<file path="src/hw/rtl/ac3_sync_frame_parser_assert.svh">
// ----------------------------------------------------------------------------
// AC-3 sync frame parser assertion macros
// Shared concurrent assertion forms, clocked on clk and quiet during reset.
// ----------------------------------------------------------------------------
`ifndef AC3_SYNC_FRAME_PARSER_ASSERT_SVH
`define AC3_SYNC_FRAME_PARSER_ASSERT_SVH

// Consequence must hold in the same cycle as the antecedent.
`define AC3SFP_ASSERT_SAME(lbl, ante, cons, msg) \
	lbl: assert property (@(posedge clk) disable iff (!arst_n) (ante) |-> (cons)) \
		else $error(msg);

// Consequence must hold in the cycle after the antecedent.
`define AC3SFP_ASSERT_NEXT(lbl, ante, cons, msg) \
	lbl: assert property (@(posedge clk) disable iff (!arst_n) (ante) |=> (cons)) \
		else $error(msg);

`endif

</file>
<file path="src/hw/rtl/ac3sfp_pkg.sv">
`timescale 1ns / 1ps
// ----------------------------------------------------------------------------
// ac3sfp_pkg
// Types, constants and decode tables for the AC-3 sync frame parser.
// ----------------------------------------------------------------------------
package ac3sfp_pkg;

	localparam int HDR_LEN = 7;

	localparam logic [7:0] SYNC_HI = 8'h0B;
	localparam logic [7:0] SYNC_LO = 8'h77;
	localparam logic [7:0] LFE_BASE = 8'h10;

	localparam logic [1:0] RATE_RESERVED = 2'd3;
	localparam logic [5:0] NUM_SIZE_CODES = 6'd38;

	localparam logic [2:0] ACMOD_MONO = 3'd1;
	localparam logic [2:0] ACMOD_STEREO = 3'd2;

	// Header byte counts during the sync hunt.
	localparam logic [2:0] CNT_IDLE = 3'd0;
	localparam logic [2:0] CNT_SYNC1 = 3'd1;
	localparam logic [2:0] CNT_FULL = 3'd6;

	// Frame size in 16-bit words, indexed by size code and rate code
	// (48 kHz, 44.1 kHz, 32 kHz).
	localparam logic [10:0] SIZE_WORDS [38][3] = '{
		'{11'd64, 11'd69, 11'd96}, '{11'd64, 11'd70, 11'd96},
		'{11'd80, 11'd87, 11'd120}, '{11'd80, 11'd88, 11'd120},
		'{11'd96, 11'd104, 11'd144}, '{11'd96, 11'd105, 11'd144},
		'{11'd112, 11'd121, 11'd168}, '{11'd112, 11'd122, 11'd168},
		'{11'd128, 11'd139, 11'd192}, '{11'd128, 11'd140, 11'd192},
		'{11'd160, 11'd174, 11'd240}, '{11'd160, 11'd175, 11'd240},
		'{11'd192, 11'd208, 11'd288}, '{11'd192, 11'd209, 11'd288},
		'{11'd224, 11'd243, 11'd336}, '{11'd224, 11'd244, 11'd336},
		'{11'd256, 11'd278, 11'd384}, '{11'd256, 11'd279, 11'd384},
		'{11'd320, 11'd348, 11'd480}, '{11'd320, 11'd349, 11'd480},
		'{11'd384, 11'd417, 11'd576}, '{11'd384, 11'd418, 11'd576},
		'{11'd448, 11'd487, 11'd672}, '{11'd448, 11'd488, 11'd672},
		'{11'd512, 11'd557, 11'd768}, '{11'd512, 11'd558, 11'd768},
		'{11'd640, 11'd696, 11'd960}, '{11'd640, 11'd697, 11'd960},
		'{11'd768, 11'd835, 11'd1152}, '{11'd768, 11'd836, 11'd1152},
		'{11'd896, 11'd975, 11'd1344}, '{11'd896, 11'd976, 11'd1344},
		'{11'd1024, 11'd1114, 11'd1536}, '{11'd1024, 11'd1115, 11'd1536},
		'{11'd1152, 11'd1253, 11'd1728}, '{11'd1152, 11'd1254, 11'd1728},
		'{11'd1280, 11'd1393, 11'd1920}, '{11'd1280, 11'd1394, 11'd1920}
	};

	typedef logic [5:0][7:0] hold_t;
	typedef logic [6:0][7:0] hdr_t;

	typedef struct packed {
		logic [2:0] cnt;
		hold_t      hold;
	} hunt_t;

	typedef struct packed {
		logic [2:0]  chans;
		logic [1:0]  rate;
		logic [11:0] len;
	} meta_t;

	// Results of one parse step, handed to the output buffer.
	typedef struct packed {
		logic       emit_hdr;
		logic       emit_one;
		hdr_t       hdr;
		logic [7:0] data;
		logic       last;
		logic       changed;
		meta_t      meta;
	} res_t;

	function automatic logic [11:0] frame_bytes(logic [5:0] fsize, logic [1:0] rate);
		logic [10:0] w;
		w = '0;
		if (fsize < NUM_SIZE_CODES && rate != RATE_RESERVED) begin
			w = SIZE_WORDS[fsize][rate];
		end
		return {w, 1'b0};
	endfunction

	function automatic logic [2:0] chans_of(logic [2:0] acmod);
		logic [2:0] c;
		case (acmod)
			3'd0: c = 3'd2;
			3'd1: c = 3'd1;
			3'd2: c = 3'd2;
			3'd3: c = 3'd3;
			3'd4: c = 3'd3;
			3'd5: c = 3'd4;
			3'd6: c = 3'd4;
			default: c = 3'd5;
		endcase
		return c;
	endfunction

	// LFE flag position in header byte 6 moves down two bits per optional field.
	function automatic logic [7:0] lfe_mask(logic [2:0] acmod);
		logic [7:0] m;
		m = LFE_BASE;
		if (acmod[0] && acmod != ACMOD_MONO) begin
			m = m >> 2;
		end
		if (acmod[2]) begin
			m = m >> 2;
		end
		if (acmod == ACMOD_STEREO) begin
			m = m >> 2;
		end
		return m;
	endfunction

	// One byte of sync hunt and header gather, below the full-header point.
	function automatic hunt_t hunt_step(hunt_t h, logic [7:0] b);
		hunt_t n;
		n = h;
		case (h.cnt) inside
			CNT_IDLE: begin
				if (b == SYNC_HI) begin
					n.hold[0] = b;
					n.cnt = CNT_SYNC1;
				end
			end
			CNT_SYNC1: begin
				if (b == SYNC_LO) begin
					n.hold[1] = b;
					n.cnt = 3'd2;
				end else if (b != SYNC_HI) begin
					n.cnt = CNT_IDLE;
				end
			end
			[3'd2:3'd5]: begin
				n.hold[h.cnt] = b;
				n.cnt = h.cnt + 3'd1;
			end
			default: n.cnt = CNT_IDLE;
		endcase
		return n;
	endfunction

endpackage

</file>
<file path="src/hw/rtl/ac3sfp_parse.sv">
`timescale 1ns / 1ps
// ----------------------------------------------------------------------------
// ac3sfp_parse
// Sync hunt, header decode, frame body count and skip count; one byte a step.
// ----------------------------------------------------------------------------
`include "ac3_sync_frame_parser_assert.svh"

module ac3sfp_parse (
	input  logic                clk,
	input  logic                arst_n,
	input  logic                cfg_we,
	input  logic [15:0]         cfg_data,
	input  logic                step,
	input  logic [7:0]          data_s1,
	output ac3sfp_pkg::res_t    res
);

	logic                body_q;
	logic [2:0]          cnt_q;
	ac3sfp_pkg::hold_t   hold_q;
	logic [11:0]         rem_q;
	ac3sfp_pkg::meta_t   cur_q;
	logic [2:0]          prev_chans_q;
	logic [1:0]          prev_rate_q;
	logic [15:0]         skip_q;
	logic                drop_q;

	ac3sfp_pkg::hdr_t    saved;
	logic [1:0]          rate;
	logic [5:0]          fsize;
	logic [2:0]          acmod;
	logic                bad;
	logic                lfe_on;
	logic [2:0]          chans;
	logic [11:0]         len;
	logic                changed;
	logic                full;
	logic [11:0]         rem_dec;
	logic                last;
	ac3sfp_pkg::hunt_t   plain;
	ac3sfp_pkg::hunt_t   replay;

	always_comb begin
		saved = {data_s1, hold_q};
		rate = saved[4][7:6];
		fsize = saved[4][5:0];
		acmod = saved[6][7:5];
		bad = (rate == ac3sfp_pkg::RATE_RESERVED) || (fsize >= ac3sfp_pkg::NUM_SIZE_CODES);
		lfe_on = (saved[6] & ac3sfp_pkg::lfe_mask(acmod)) != 8'd0;
		chans = ac3sfp_pkg::chans_of(acmod) + {2'b00, lfe_on};
		len = ac3sfp_pkg::frame_bytes(fsize, rate);
		changed = (chans != prev_chans_q) || (rate != prev_rate_q);
		full = !body_q && (cnt_q == ac3sfp_pkg::CNT_FULL);
		rem_dec = rem_q - {11'd0, rem_q != 12'd0};
		last = (rem_dec == 12'd0);

		plain = ac3sfp_pkg::hunt_step('{cnt: cnt_q, hold: hold_q}, data_s1);

		// Rejected header: hunt again through bytes 2..6 from an empty count.
		replay = '{cnt: ac3sfp_pkg::CNT_IDLE, hold: hold_q};
		for (int i = 2; i < ac3sfp_pkg::HDR_LEN; i++) begin
			replay = ac3sfp_pkg::hunt_step(replay, saved[i]);
		end

		res.emit_hdr = step && full && !bad && (skip_q == 16'd0);
		res.emit_one = step && body_q && !drop_q;
		res.hdr = saved;
		res.data = data_s1;
		res.last = last;
		res.changed = changed;
		if (full) begin
			res.meta = '{chans: chans, rate: rate, len: len};
		end else begin
			res.meta = cur_q;
		end
	end

	always_ff @(posedge clk or negedge arst_n) begin
		if (!arst_n) begin
			body_q <= 1'b0;
			cnt_q <= ac3sfp_pkg::CNT_IDLE;
			rem_q <= '0;
			cur_q <= '0;
			prev_chans_q <= 3'd0;
			prev_rate_q <= ac3sfp_pkg::RATE_RESERVED;
			drop_q <= 1'b0;
		end else if (step) begin
			if (body_q) begin
				rem_q <= rem_dec;
				if (last) begin
					body_q <= 1'b0;
					cnt_q <= ac3sfp_pkg::CNT_IDLE;
				end
			end else if (full) begin
				if (bad) begin
					cnt_q <= replay.cnt;
				end else begin
					cnt_q <= ac3sfp_pkg::CNT_IDLE;
					cur_q <= '{chans: chans, rate: rate, len: len};
					prev_chans_q <= chans;
					prev_rate_q <= rate;
					drop_q <= (skip_q != 16'd0);
					rem_q <= len - 12'(ac3sfp_pkg::HDR_LEN);
					body_q <= 1'b1;
				end
			end else begin
				cnt_q <= plain.cnt;
			end
		end
	end

	// Count down skipped frames; a register write reloads the count.
	always_ff @(posedge clk or negedge arst_n) begin
		if (!arst_n) begin
			skip_q <= '0;
		end else if (cfg_we) begin
			skip_q <= cfg_data;
		end else if (step && full && !bad && skip_q != 16'd0) begin
			skip_q <= skip_q - 16'd1;
		end
	end

	always_ff @(posedge clk) begin
		if (step && !body_q) begin
			if (full && bad) begin
				hold_q <= replay.hold;
			end else if (!full) begin
				hold_q <= plain.hold;
			end
		end
	end

	`AC3SFP_ASSERT_SAME(a_body_has_bytes, body_q, rem_q != 12'd0,
		"frame body active with no bytes remaining")
	`AC3SFP_ASSERT_NEXT(a_frame_end_hunts, step && body_q && rem_q == 12'd1,
		!body_q && cnt_q == ac3sfp_pkg::CNT_IDLE, "frame end did not return to sync hunt")

endmodule

</file>
<file path="src/hw/rtl/ac3sfp_out.sv">
`timescale 1ns / 1ps
// ----------------------------------------------------------------------------
// ac3sfp_out
// Result buffer: releases a seven-byte header burst or a single body byte.
// ----------------------------------------------------------------------------
`include "ac3_sync_frame_parser_assert.svh"

module ac3sfp_out (
	input  logic              clk,
	input  logic              arst_n,
	input  logic              load,
	input  ac3sfp_pkg::res_t  res,
	output logic              free,
	output logic              frame_valid,
	input  logic              frame_ready,
	output logic [7:0]        frame_byte,
	output logic              frame_first,
	output logic              frame_last,
	output logic [2:0]        channel_count,
	output logic [1:0]        rate_code,
	output logic [11:0]       frame_length,
	output logic              format_changed
);

	logic [7:0]         hdr_buf_q [7];
	logic [2:0]         pend_q;
	logic [2:0]         idx_q;
	logic               first_q;
	logic               last_q;
	logic               chg_q;
	ac3sfp_pkg::meta_t  meta_q;
	logic               pop;

	assign frame_valid = (pend_q != 3'd0);
	assign pop = frame_valid && frame_ready;
	// Take new results when empty, or when the last held item leaves now.
	assign free = (pend_q == 3'd0) || (pend_q == 3'd1 && frame_ready);

	assign frame_byte = hdr_buf_q[idx_q];
	assign frame_first = first_q && (idx_q == 3'd0);
	assign frame_last = last_q && (pend_q == 3'd1);
	assign format_changed = chg_q && (idx_q == 3'd0);
	assign channel_count = meta_q.chans;
	assign rate_code = meta_q.rate;
	assign frame_length = meta_q.len;

	always_ff @(posedge clk or negedge arst_n) begin
		if (!arst_n) begin
			pend_q <= 3'd0;
			idx_q <= 3'd0;
			first_q <= 1'b0;
			last_q <= 1'b0;
			chg_q <= 1'b0;
		end else if (load && res.emit_hdr) begin
			pend_q <= 3'(ac3sfp_pkg::HDR_LEN);
			idx_q <= 3'd0;
			first_q <= 1'b1;
			last_q <= 1'b0;
			chg_q <= res.changed;
		end else if (load && res.emit_one) begin
			pend_q <= 3'd1;
			idx_q <= 3'd0;
			first_q <= 1'b0;
			last_q <= res.last;
			chg_q <= 1'b0;
		end else if (pop) begin
			pend_q <= pend_q - 3'd1;
			idx_q <= idx_q + 3'd1;
		end
	end

	always_ff @(posedge clk) begin
		if (load && res.emit_hdr) begin
			for (int i = 0; i < ac3sfp_pkg::HDR_LEN; i++) begin
				hdr_buf_q[i] <= res.hdr[i];
			end
			meta_q <= res.meta;
		end else if (load && res.emit_one) begin
			hdr_buf_q[0] <= res.data;
			meta_q <= res.meta;
		end
	end

	`AC3SFP_ASSERT_SAME(a_load_only_when_free, load && (res.emit_hdr || res.emit_one),
		free, "result loaded while buffer still holds items")
	`AC3SFP_ASSERT_NEXT(a_header_burst, load && res.emit_hdr,
		pend_q == 3'd7 && frame_first && !frame_last, "header burst not set up")

endmodule

</file>
<file path="src/hw/rtl/ac3_sync_frame_parser.sv">
`timescale 1ns / 1ps
// ----------------------------------------------------------------------------
// ac3_sync_frame_parser
// AC-3 sync frame parser: finds frames in a byte stream and forwards them.
// ----------------------------------------------------------------------------
// Usage:
//   stream channel: one AC-3 stream byte per item (stream_valid/stream_ready).
//   frame channel: one frame byte per item with first/last marks, channel
//     count, rate code (0=48 kHz, 1=44.1 kHz, 2=32 kHz), frame length and a
//     format-changed flag on the first byte (frame_valid/frame_ready).
//   cfg channel: writes frames_to_skip; always ready. Write only while idle.
// Timing:
//   A byte is held in the input register, then one parse step loads the
//   result buffer, which drives the frame channel from its registers.
//   Body bytes and hunted bytes flow at 1 item per cycle while frame_ready is
//   high and no header is draining. The seventh header byte of a forwarded
//   frame releases 7 items from the result buffer; the input waits meanwhile.
// Reset:
//   arst_n clears the hunt, the body count, the skip count (frames_to_skip
//   returns to 0) and marks the previous format as unknown.
// Stall:
//   A stalled receiver holds the buffered result; the parse step waits, the
//   input register fills and stream_ready drops. Nothing is lost.
// ----------------------------------------------------------------------------
module ac3_sync_frame_parser (
	input  logic        clk,
	input  logic        arst_n,
	input  logic        cfg_valid,
	output logic        cfg_ready,
	input  logic [15:0] cfg_data,
	input  logic        stream_valid,
	output logic        stream_ready,
	input  logic [7:0]  stream_byte,
	output logic        frame_valid,
	input  logic        frame_ready,
	output logic [7:0]  frame_byte,
	output logic        frame_first,
	output logic        frame_last,
	output logic [2:0]  channel_count,
	output logic [1:0]  rate_code,
	output logic [11:0] frame_length,
	output logic        format_changed
);

	logic              valid_s1;
	logic [7:0]        data_s1;
	logic              step;
	logic              free;
	ac3sfp_pkg::res_t  res;

	assign cfg_ready = 1'b1;

	// Advance the held byte only when the result buffer can take its results.
	assign step = valid_s1 && free;
	assign stream_ready = !valid_s1 || step;

	// Input register: hold the byte until the parse step consumes it.
	always_ff @(posedge clk or negedge arst_n) begin
		if (!arst_n) begin
			valid_s1 <= 1'b0;
		end else if (stream_valid && stream_ready) begin
			valid_s1 <= 1'b1;
		end else if (step) begin
			valid_s1 <= 1'b0;
		end
	end

	always_ff @(posedge clk) begin
		if (stream_valid && stream_ready) begin
			data_s1 <= stream_byte;
		end
	end

	// Sync hunt, header decode and frame tracking.
	ac3sfp_parse u_parse (
		.clk      (clk),
		.arst_n   (arst_n),
		.cfg_we   (cfg_valid && cfg_ready),
		.cfg_data (cfg_data),
		.step     (step),
		.data_s1  (data_s1),
		.res      (res)
	);

	// Result buffer and frame channel.
	ac3sfp_out u_out (
		.clk            (clk),
		.arst_n         (arst_n),
		.load           (step),
		.res            (res),
		.free           (free),
		.frame_valid    (frame_valid),
		.frame_ready    (frame_ready),
		.frame_byte     (frame_byte),
		.frame_first    (frame_first),
		.frame_last     (frame_last),
		.channel_count  (channel_count),
		.rate_code      (rate_code),
		.frame_length   (frame_length),
		.format_changed (format_changed)
	);

endmodule

</file>
<file path="config.mk">
export PLATFORM = sky130hd
export DESIGN_NAME = ac3_sync_frame_parser
export DESIGN_NICKNAME = d
export VERILOG_FILES = /design/src/hw/rtl/ac3sfp_pkg.sv /design/src/hw/rtl/ac3sfp_parse.sv /design/src/hw/rtl/ac3sfp_out.sv /design/src/hw/rtl/ac3_sync_frame_parser.sv
export VERILOG_INCLUDE_DIRS = /design/src /design/src/hw/rtl
export SDC_FILE = /design/constraint.sdc
export NUM_CORES = 1
export LEC_CHECK = 0
export BUFFER_PORTS_ARGS = -buffer_cell sky130_fd_sc_hd__buf_2
export CORE_ASPECT_RATIO = 0.9
export CORE_MARGIN = 5
export CORE_UTILIZATION = 41
export CTS_BUF_LIST = sky130_fd_sc_hd__clkbuf_8
export DETAILED_ROUTE_END_ITERATION = 8
export PLACE_DENSITY = 0.65
export SYNTH_ARGS = -nofsm -noshare
export SYNTH_HDL_FRONTEND = slang
export SYNTH_SLANG_ARGS = --single-unit
export TNS_END_PERCENT = 10
</file>
<file path="constraint.sdc">
create_clock -name clk -period 8.5 [get_ports clk]
set_input_delay 1.7 -clock clk [delete_from_list [all_inputs] [get_ports clk]]
set_output_delay 1.7 -clock clk [all_outputs]
set_load 0.03 [all_outputs]
</file>
==> results.md, run 1 <==
Layout:
- Of the cells placed in the final design, the portion with a size suffix greater than 1 is 14.8%.
- The finished layout cell area is 11900 um2.
- The final layout contains 1168 nets.
- Leaving out fill and tap cells, the most frequent cell in the layout is sky130_fd_sc_hd__nand2_1.
- The top cell types in the final layout, fill and taps aside, are sky130_fd_sc_hd__nand2_1, sky130_fd_sc_hd__edfxtp_1, sky130_fd_sc_hd__o21ai_0.
- After filler insertion, the fill cell instance count of the layout stands at 2459.
- In the final layout, the multi-input gates occupy 5140 um2.
- The count of inserted antenna diode cells is 0.
- The number of cells in the finished layout apart from fillers is 1466.
- From synthesis to final layout, the design area changed by 9.71%.
- The sequential cells in the finished layout cover a total of 5370 um2.

CTS:
- The number of sinks driven by the clock tree is 189.
- Clock tree synthesis selected as its root buffer the cell sky130_fd_sc_hd__clkbuf_8.
- The number of buffers inserted during clock tree synthesis is 17.
- The hold buffer count at cts is 0.
- The CTS tree is yes.
- The total setup buffers inserted after CTS is 0.
- The post-CTS clock slew at the launch and capture registers of the worst setup and hold paths is 110 ps.
- The number of H-tree levels is 4.
- The clock insertion delay at the later pin of the skew report is 480 ps.
- Post-CTS repair changed the size of 0 cells.
- The number of buffers on the longest clock path is 2.

Global routing:
- The maximum number of pins on one net before global-route repair is 62.
- The via count of the first global-routing pass is 7974.
- The first global-routing pass estimated 45800 um of wire.
- The initial antenna violation count is 1.
- The overflow left after global routing is 0.
- The global routing usage summed across all routing layers is 19.5%.

Detailed routing:
- The average vias per placed instance is 5.79.
- The routed wire length per instance is 19.9 um.
- The count of vias placed by the detailed router is 8493.
- In this run the remaining antenna-violating nets after routing total 0.
- The remaining routing DRC violations is 0.
- The first-pass detailed-route iteration total is 5.
- In this run, the number of DRC markers left after iteration 0 of detailed routing was 819.
- The final wirelength is 29200 um.

Die:
- The placeable core area is 26100 um2.
- The total number of placement rows is 56.
- The floorplan step defined a die boundary enclosing 29900 um2.
- The width of the chip is 182 um.
- For this configuration, the core starts out at a cell density of 41.7%.
- The die outline height is 165 um.
- In this run the count of I/O pins placed on the die edge is 60.

Critical path:
- The required time of the worst setup path is 8650 ps.
- The worst path arrival time is 5590 ps.
- STA classifies the critical path endpoint as a flop.
- Of all nets on the critical path, the largest fanout is 23.
- The type of the setup path with the least slack is reg2reg.
- The kind of launch point of the worst setup path is a flop.

Synth:
- In this run the cell area of the synthesized design comes to 10900 um2.
- The share of flip-flops with an asynchronous set or reset after synthesis is 32.3%.
- The share of the synthesized area in the top cell type is 35.3%.
- The synthesized design spends more area on one cell type than any other, namely sky130_fd_sc_hd__edfxtp_1.
- The number of flops mapped to enable cells by yosys is 128.
- The average footprint of a synthesized cell is 10.2 um2.
- Synthesis handed over a netlist of 1071 instances.
- The top flip-flop cell by instance count after synthesis is sky130_fd_sc_hd__edfxtp_1.
- In the post-synthesis netlist, the biggest area contributors are sky130_fd_sc_hd__edfxtp_1, sky130_fd_sc_hd__dfrtp_1, sky130_fd_sc_hd__nand2_1.
- The number of nets in the synthesized netlist is 1134.
- In this run, synthesis produced a sequential element count of 189.
- The sequential-to-total area share from yosys stat is 49.3%.
- The total number of yosys warnings is 0.
- The count of distinct cell types in the synthesized netlist is 91.

STA:
- The setup total negative slack is 0 ps.
- The final count of negative-setup-slack endpoints is 0.
- After layout, the minimum clock period comes to 5440 ps.
- The final-report max-slew violation count is 0.
- In this run the tightest slew margin relative to its limit is 22.7%.
- On the final layout, the worst clock skew is 26.6 ps.
- The maximum achievable frequency is 184 MHz.
- The portion of the clock cycle consumed by the worst path in the final layout is 64.0%.
- The final hold violation count came to 0.
- For the pin with the worst max-slew slack, the measured transition is 1160 ps.
- Setup repair after global routing left no endpoint under its margin.

Placement:
- Summing all placed instances gives a cell area of 11500 um2.
- Input and output buffers added on the ports amount to 57.
- The wire-length estimate of the detail-placed layout is 20600 um.
- The congestion estimate from routability-driven global placement came to 0.907.
- After detailed placement, the design holds a cell count of 1434.

Power:
- The share of total power dissipated in sequential elements is 48.3%.
- The switching power as a share of total power is 34.6%.
- VDD sags by at most 0.0945 mV.
- The analysis attributes to net switching a power of 789 uW.
- Internal power comes to 1490 uW.
- The standby leakage power is 0.00480 uW.
- The clock network is responsible for 28.3% of the overall power.
- Of the total power, combinational logic draws 23.4%.
- For this design the ratio of total power to cell area is 191 nW/um2.
- The total power is 2280 uW.

Worst hold path:
- The type of the most critical hold path is reg2reg.

Run:
- The reported max-cap violation count is 0.

Outcome:
- The run finished with clean final reports.
## critical path, cell delays in order (launching register included)
cell and delay, ps:
sky130_fd_sc_hd__edfxtp_1 940, sky130_fd_sc_hd__ha_1 340, sky130_fd_sc_hd__nand4_1 140, sky130_fd_sc_hd__nor4_2 190, sky130_fd_sc_hd__or2_1 290, sky130_fd_sc_hd__nand2_1 150, sky130_fd_sc_hd__ha_1 290, sky130_fd_sc_hd__inv_1 170
sky130_fd_sc_hd__nand3_1 440, sky130_fd_sc_hd__a21boi_1 350, sky130_fd_sc_hd__nor2_4 240, sky130_fd_sc_hd__ha_1 330, sky130_fd_sc_hd__nor2_1 100, sky130_fd_sc_hd__or4_4 460, sky130_fd_sc_hd__o31ai_4 310, sky130_fd_sc_hd__and2b_1 370
## synth_stat cells (13+ instances only)
library cell,count
sky130_fd_sc_hd__mux2_2,14
sky130_fd_sc_hd__dfrtp_1,59
sky130_fd_sc_hd__nand2b_1,15
sky130_fd_sc_hd__o211ai_1,14
sky130_fd_sc_hd__nor2_1,68
sky130_fd_sc_hd__nand3_1,27
sky130_fd_sc_hd__a22o_1,24
sky130_fd_sc_hd__edfxtp_1,128
sky130_fd_sc_hd__o21ai_1,15
sky130_fd_sc_hd__xor2_1,14
sky130_fd_sc_hd__nor3_1,16
sky130_fd_sc_hd__a21oi_1,47
sky130_fd_sc_hd__ha_1,34
sky130_fd_sc_hd__o21ai_0,69
sky130_fd_sc_hd__xnor2_1,20
sky130_fd_sc_hd__nand2_1,181
sky130_fd_sc_hd__and2_1,13
sky130_fd_sc_hd__clkbuf_1,50
sky130_fd_sc_hd__inv_1,32
## metal layers
metal / track usage (%) / share of wire, % / up-vias
met5: 0 / 0 / -
met4: 4.60 / 1.4 / 0
met3: 2.99 / 7.4 / 37
met2: 30.1 / 45 / 344
met1: 29.1 / 46 / 4090
li1: - / - / 4022
## power groups by stage
stage / combinational [uW] / sequential [uW] / clock (uW)
detailed placement: 537 / 1120 / 0
global placement: 530 / 1120 / 0
global route: 583 / 1110 / 698
finish: 535 / 1100 / 646
floorplan: 419 / 1060 / 0
CTS: 539 / 1100 / 660
## flip-flops by register name, indices dropped and copies added (netlist names)
register,cells
data_s1,8
u_parse.cur_q,16
u_parse.skip_q,16
u_parse.prev_rate_q,2
u_out.idx_q,3
u_parse.cnt_q,3
u_parse.drop_q,1
u_out.first_q,1
u_out.frame_length,11
u_parse.body_q,1
valid_s1,1
u_parse.rem_q,12
u_out.chg_q,1
u_out.rate_code,2
u_out.channel_count,3
u_parse.res,48
u_out.hdr_buf_q,56
u_out.pend_q,3
u_out.last_q,1
## stage by stage
step	worst slack, ps	hold WS [ps]	utilization [%]
after floorplan	4090	424	-
after global placement	3310	454	44.0
after detailed placement	3110	459	44.0
after CTS	3070	478	45.7
after global routing	2600	497	45.7
final	3060	475	45.7
## logic make-up (layout without fill, tap and decap cells)
kind of cell / after synthesis / in the layout / synth area share (%)
AO/OA/AOI/OAI: 254 / 254 / 15.7
XOR/XNOR: 34 / 34 / 2.73
adder cells (fa/ha/maj): 34 / 34 / 3.91
buffers and inverters: 95 / 142 / 3.41
flip-flops: 189 / 189 / 49.3
multiplexers: 38 / 38 / 4.93
other: 2 / 2 / 0.0690
AND/OR/NAND/NOR: 425 / 425 / 20.0
## worst paths after layout
check / from / end / depth (start not counted) / slack [ps]
worst max-delay path: u_parse.res[61]$_DFFE_PP_ / u_parse.res[72]$_DFFE_PP_ / 15 / 3060
worst min-delay path: u_parse.prev_rate_q[0]$_DFFE_PN1P_ / u_parse.prev_rate_q[0]$_DFFE_PN1P_ / 2 / 480
worst max register to register: u_parse.res[61]$_DFFE_PP_ / u_parse.res[72]$_DFFE_PP_ / 15 / 3060
worst min register to register: u_parse.prev_rate_q[0]$_DFFE_PN1P_ / u_parse.prev_rate_q[0]$_DFFE_PN1P_ / 2 / 480
max in group asynchronous: arst_n / u_parse.rem_q[0]$_DFFE_PN0P_ / 2 / 6550
min in group asynchronous: arst_n / u_parse.cur_q[7]$_DFFE_PN0P_ / 2 / 1390
## layout make-up
cell class                 instances  share of cell area (%)
sequential                       189                    45.0
multi-input combinational        787                    43.1
tap                              348                    3.64
timing repair buffer              75                    3.52
clock buffer                      17                    1.96
clock inverter                    15                    1.74
inverter                          35                    1.10
(Power assumes the default switching activity.)
==> run 2, diff against run 1 <==
--- a/config.mk
+++ b/config.mk
@@ -12,7 +12,7 @@
 export CORE_UTILIZATION = 41
 export CTS_BUF_LIST = sky130_fd_sc_hd__clkbuf_8
 export DETAILED_ROUTE_END_ITERATION = 8
-export PLACE_DENSITY = 0.65
+export PLACE_DENSITY = 0.67
 export SYNTH_ARGS = -nofsm -noshare
 export SYNTH_HDL_FRONTEND = slang
 export SYNTH_SLANG_ARGS = --single-unit
==> constraint.sdc (replaced) <==
create_clock -name clk -period 4.5 [get_ports clk]
set_input_delay 0.9 -clock clk [delete_from_list [all_inputs] [get_ports clk]]
set_output_delay 0.9 -clock clk [all_outputs]
set_load 0.03 [all_outputs]
==> run 2 against run 1 <==
  * First-iteration DRC count grew 16%
  * Non-clock buffer count grew 18
  * Via count up 1.5%
  * Clock power grew 76%
  * Maximum frequency rose by 28%
  * Design area increased by 1.0%
  * Highest routed layer unchanged
  * Largest power group unchanged
  * Register-to-register slack worse by 2800 ps
==> results.md, run 2 (synthesis gave the netlist of run 1 again) <==
Placement:
- Once detailed placement completed, the half-perimeter wirelength came to 21400 um.
- The quantity of I/O buffers inserted on ports is 57.
- Once placement finished, the instance area stood at 11600 um2.
- The weighted congestion reported at the end of routability-driven placement is 0.941.

Critical path:
- The worst path buffer plus inverter count is 2.
- The kind of end point of the critical path is a flop.
- The maximum net fanout on the critical path is 7.
- The type of the setup path with the least slack is reg2reg.
- In this design, the stage delay of the slowest critical-path cell is 600 ps.
- In this design, the critical path's most frequently occurring cell is sky130_fd_sc_hd__nand2_1.
- Walking the worst path, the cells encountered are or4b_4 > nor4_2 > or2_1 > nand2_1 > ha_1 > a21o_1 > a21boi_2 > nor2_4 > inv_2 > ha_1 > inv_1 > a41oi_1 > nand2_1 > o221ai_1 > nand2_1.
- The required time of the worst setup path is 4730 ps.
- At the worst endpoint, the arrival time is 4500 ps.
- The kind of cell with the highest combined delay along the critical path is simple AND/OR/NAND/NOR gates.
- The slowest stage of the critical path is the sky130_fd_sc_hd__or4b_4 cell.
- The kind of launch point of the worst setup path is a flop.

Die:
- After floorplanning, the core was sized to cover 26100 um2.
- The die covers 29900 um2.
- For this configuration, the core starts out at a cell density of 41.7%.
- In this run the vertical extent of the chip is 165 um.
- The count of boundary I/O pins is 60.
- The initialized floorplan defines 56 standard-cell rows.
- In this run the horizontal extent of the chip is 182 um.

Power:
- The standby leakage power is 0.00488 uW.
- The power per unit of standard cell area is 342 nW/um2.
- The worst-case IR drop observed on VDD is 0.183 mV.

Layout:
- The register with the most flip-flops in the layout has 56 of them.
- The finished layout cell area is 12100 um2.
- In the layout the commonest cells are sky130_fd_sc_hd__nand2_1, sky130_fd_sc_hd__edfxtp_1, sky130_fd_sc_hd__o21ai_0.
- The most common cell after layout, fill and taps aside is sky130_fd_sc_hd__nand2_1.
- In the final layout, the share of cells above drive strength 1 is 16.3%.
- The count of inserted antenna diode cells is 0.
- The net count of the finished layout is 1186.
- From synthesis to final layout, the design area changed by 10.8%.
- The register name with the most flops is u_out.hdr_buf_q.

CTS:
- Counting the buffers created by CTS gives 17.
- Clock latency on the worst-skew pair, taken at its later pin, is 480 ps.
- The clock passes through at most 2 buffers.
- TritonCTS built the clock tree.
- The total setup buffers inserted after CTS is 0.
- The post-CTS clock slew at the launch and capture registers of the worst setup and hold paths is 100 ps.
- The clock root buffer is sky130_fd_sc_hd__clkbuf_8.
- The hold buffer count at cts is 0.
- In this run the number of H-tree levels came out at 4.
- The number of sinks driven by the clock tree is 189.

Global routing:
- The met3 routing resource usage after global routing is 4.16%.
- The initial antenna violation count is 0.
- Entering global routing, the biggest net connects 41 pins.
- After global routing, the most crowded layer is met2.
- The via count of the first global-routing pass is 8252.
- The wire length of the first global-routing pass is 46900 um.
- Global routing consumed, on the met1 layer, 28.6% of the routing resources.
- The met2 layer usage reported by global route is 31.5%.
- Global routing finished with a remaining overflow of 0.
- The global routing usage summed across all routing layers is 19.9%.

STA:
- In the finished design, the share of the clock period the worst path needs comes to 94.8%.
- The worst clock skew is 23.4 ps.
- The final hold violation count was 0.
- Subtracting the final worst setup slack from the clock period gives 4270 ps.
- Setup violations remaining at the end of the flow were counted as 0.
- The maximum achievable frequency is 234 MHz.
- The worst pin sits at a relative slew slack of 32.0%.
- The final-report max-slew violation count was 0.
- Setup repair after global routing left no endpoint under its margin.
- The slew at the pin with the worst max-slew slack is 1020 ps.
- The setup total negative slack is 0 ps.

Detailed routing:
- For this block, the initial DRC count from the detailed router was 949.
- The final wirelength is 29900 um.
- The count of vias placed by the detailed router is 8619.
- The routed wire length per instance is 20.2 um.
- The pre-antenna-repair detailed-routing pass consisted of 5 iterations.
- In the routed design, unresolved DRC markers number 0.
- The count of nets left with antenna violations once routing finished came out at 0.
- Dividing the detail-routed via count by the number of cells gives 5.81.

Worst hold path:
- In this run the worst hold path is classified as reg2reg.

Outcome:
- The flow ran to the end, and the final reports show no timing, DRC or antenna violations.

Run:
- Across the run, the number of max-cap violations was 0.
==> run 2: changes by cell type in the layout (fill, tap and decap cells not counted), moves of 3 or more <==
cell,previous run,this run
sky130_fd_sc_hd__inv_6,0,6
sky130_fd_sc_hd__buf_4,18,36
sky130_fd_sc_hd__clkinv_8,5,2
sky130_fd_sc_hd__inv_8,6,2
==> run 2: timing repair <==
action,4_1_cts,5_1_grt
resized for setup,0,7
setup endpoints to repair,0,28
endpoints found under the hold margin,0,0
==> run 2: report_power, final <==
part | switching, uW | internal, uW | leakage (uW)
clock | 677 | 459 | 0.000200
sequential | 161 | 1930 | 0.00199
combinational | 535 | 366 | 0.00268
==> run 2: worst register-to-register path, delay by kind of cell, from the launching register on <==
| kind | cells | cell delay, ps |
|---|---|---|
| compound gates | 4 | 1090 |
| fa+ha+maj | 2 | 610 |
| buf+inv | 2 | 280 |
| flops | 1 | 450 |
| simple gates | 7 | 1620 |
==> run 2: path summary, 6_finish.rpt <==
kind	from	end	slack [ps]	cells after the start
max in group asynchronous	arst_n	u_parse.skip_q[0]$_DFFE_PN0P_	3120	2
min	u_parse.prev_rate_q[1]$_DFFE_PN1P_	u_parse.prev_rate_q[1]$_DFFE_PN1P_	470	2
max reg2reg	u_parse.res[56]$_DFFE_PP_	u_parse.res[35]$_DFFE_PP_	230	15
min in group asynchronous	arst_n	u_parse.cur_q[7]$_DFFE_PN0P_	490	1
min reg2reg	u_parse.prev_rate_q[1]$_DFFE_PN1P_	u_parse.prev_rate_q[1]$_DFFE_PN1P_	470	2
max	u_parse.res[56]$_DFFE_PP_	u_parse.res[35]$_DFFE_PP_	230	15
==> run 2: cell type report <==
| type | count | area [um2] |
|---|---|---|
| clock buffer | 17 | 234 |
| clock inverter | 15 | 155 |
| fill | 2452 | 14100 |
| inverter | 35 | 131 |
| multi-input combinational | 787 | 5180 |
| sequential | 189 | 5370 |
| tap | 348 | 435 |
| timing repair buffer | 93 | 556 |
==> run 2: layer usage <==
metal	share of wire, %	vias up
li1	-	4052
met4	1.4	0
met2	45	365
met5	0	-
met1	45	4164
met3	8.5	38
==> run 2: per-stage QoR <==
step | cells | util [%] | hold slack (ps) | worst slack (ps) | power (uW)
after floorplan | 1071 | - | 424 | 86.4 | 2730
after global placement | 1452 | 44.5 | 453 | 322 | 3020
after detailed placement | 1452 | 44.5 | 444 | 203 | 3030
after CTS | 1484 | 46.0 | 468 | 158 | 4160
after global routing | 1484 | 46.2 | 487 | 1.91 | 4340
final | 1484 | 46.2 | 474 | 234 | 4130
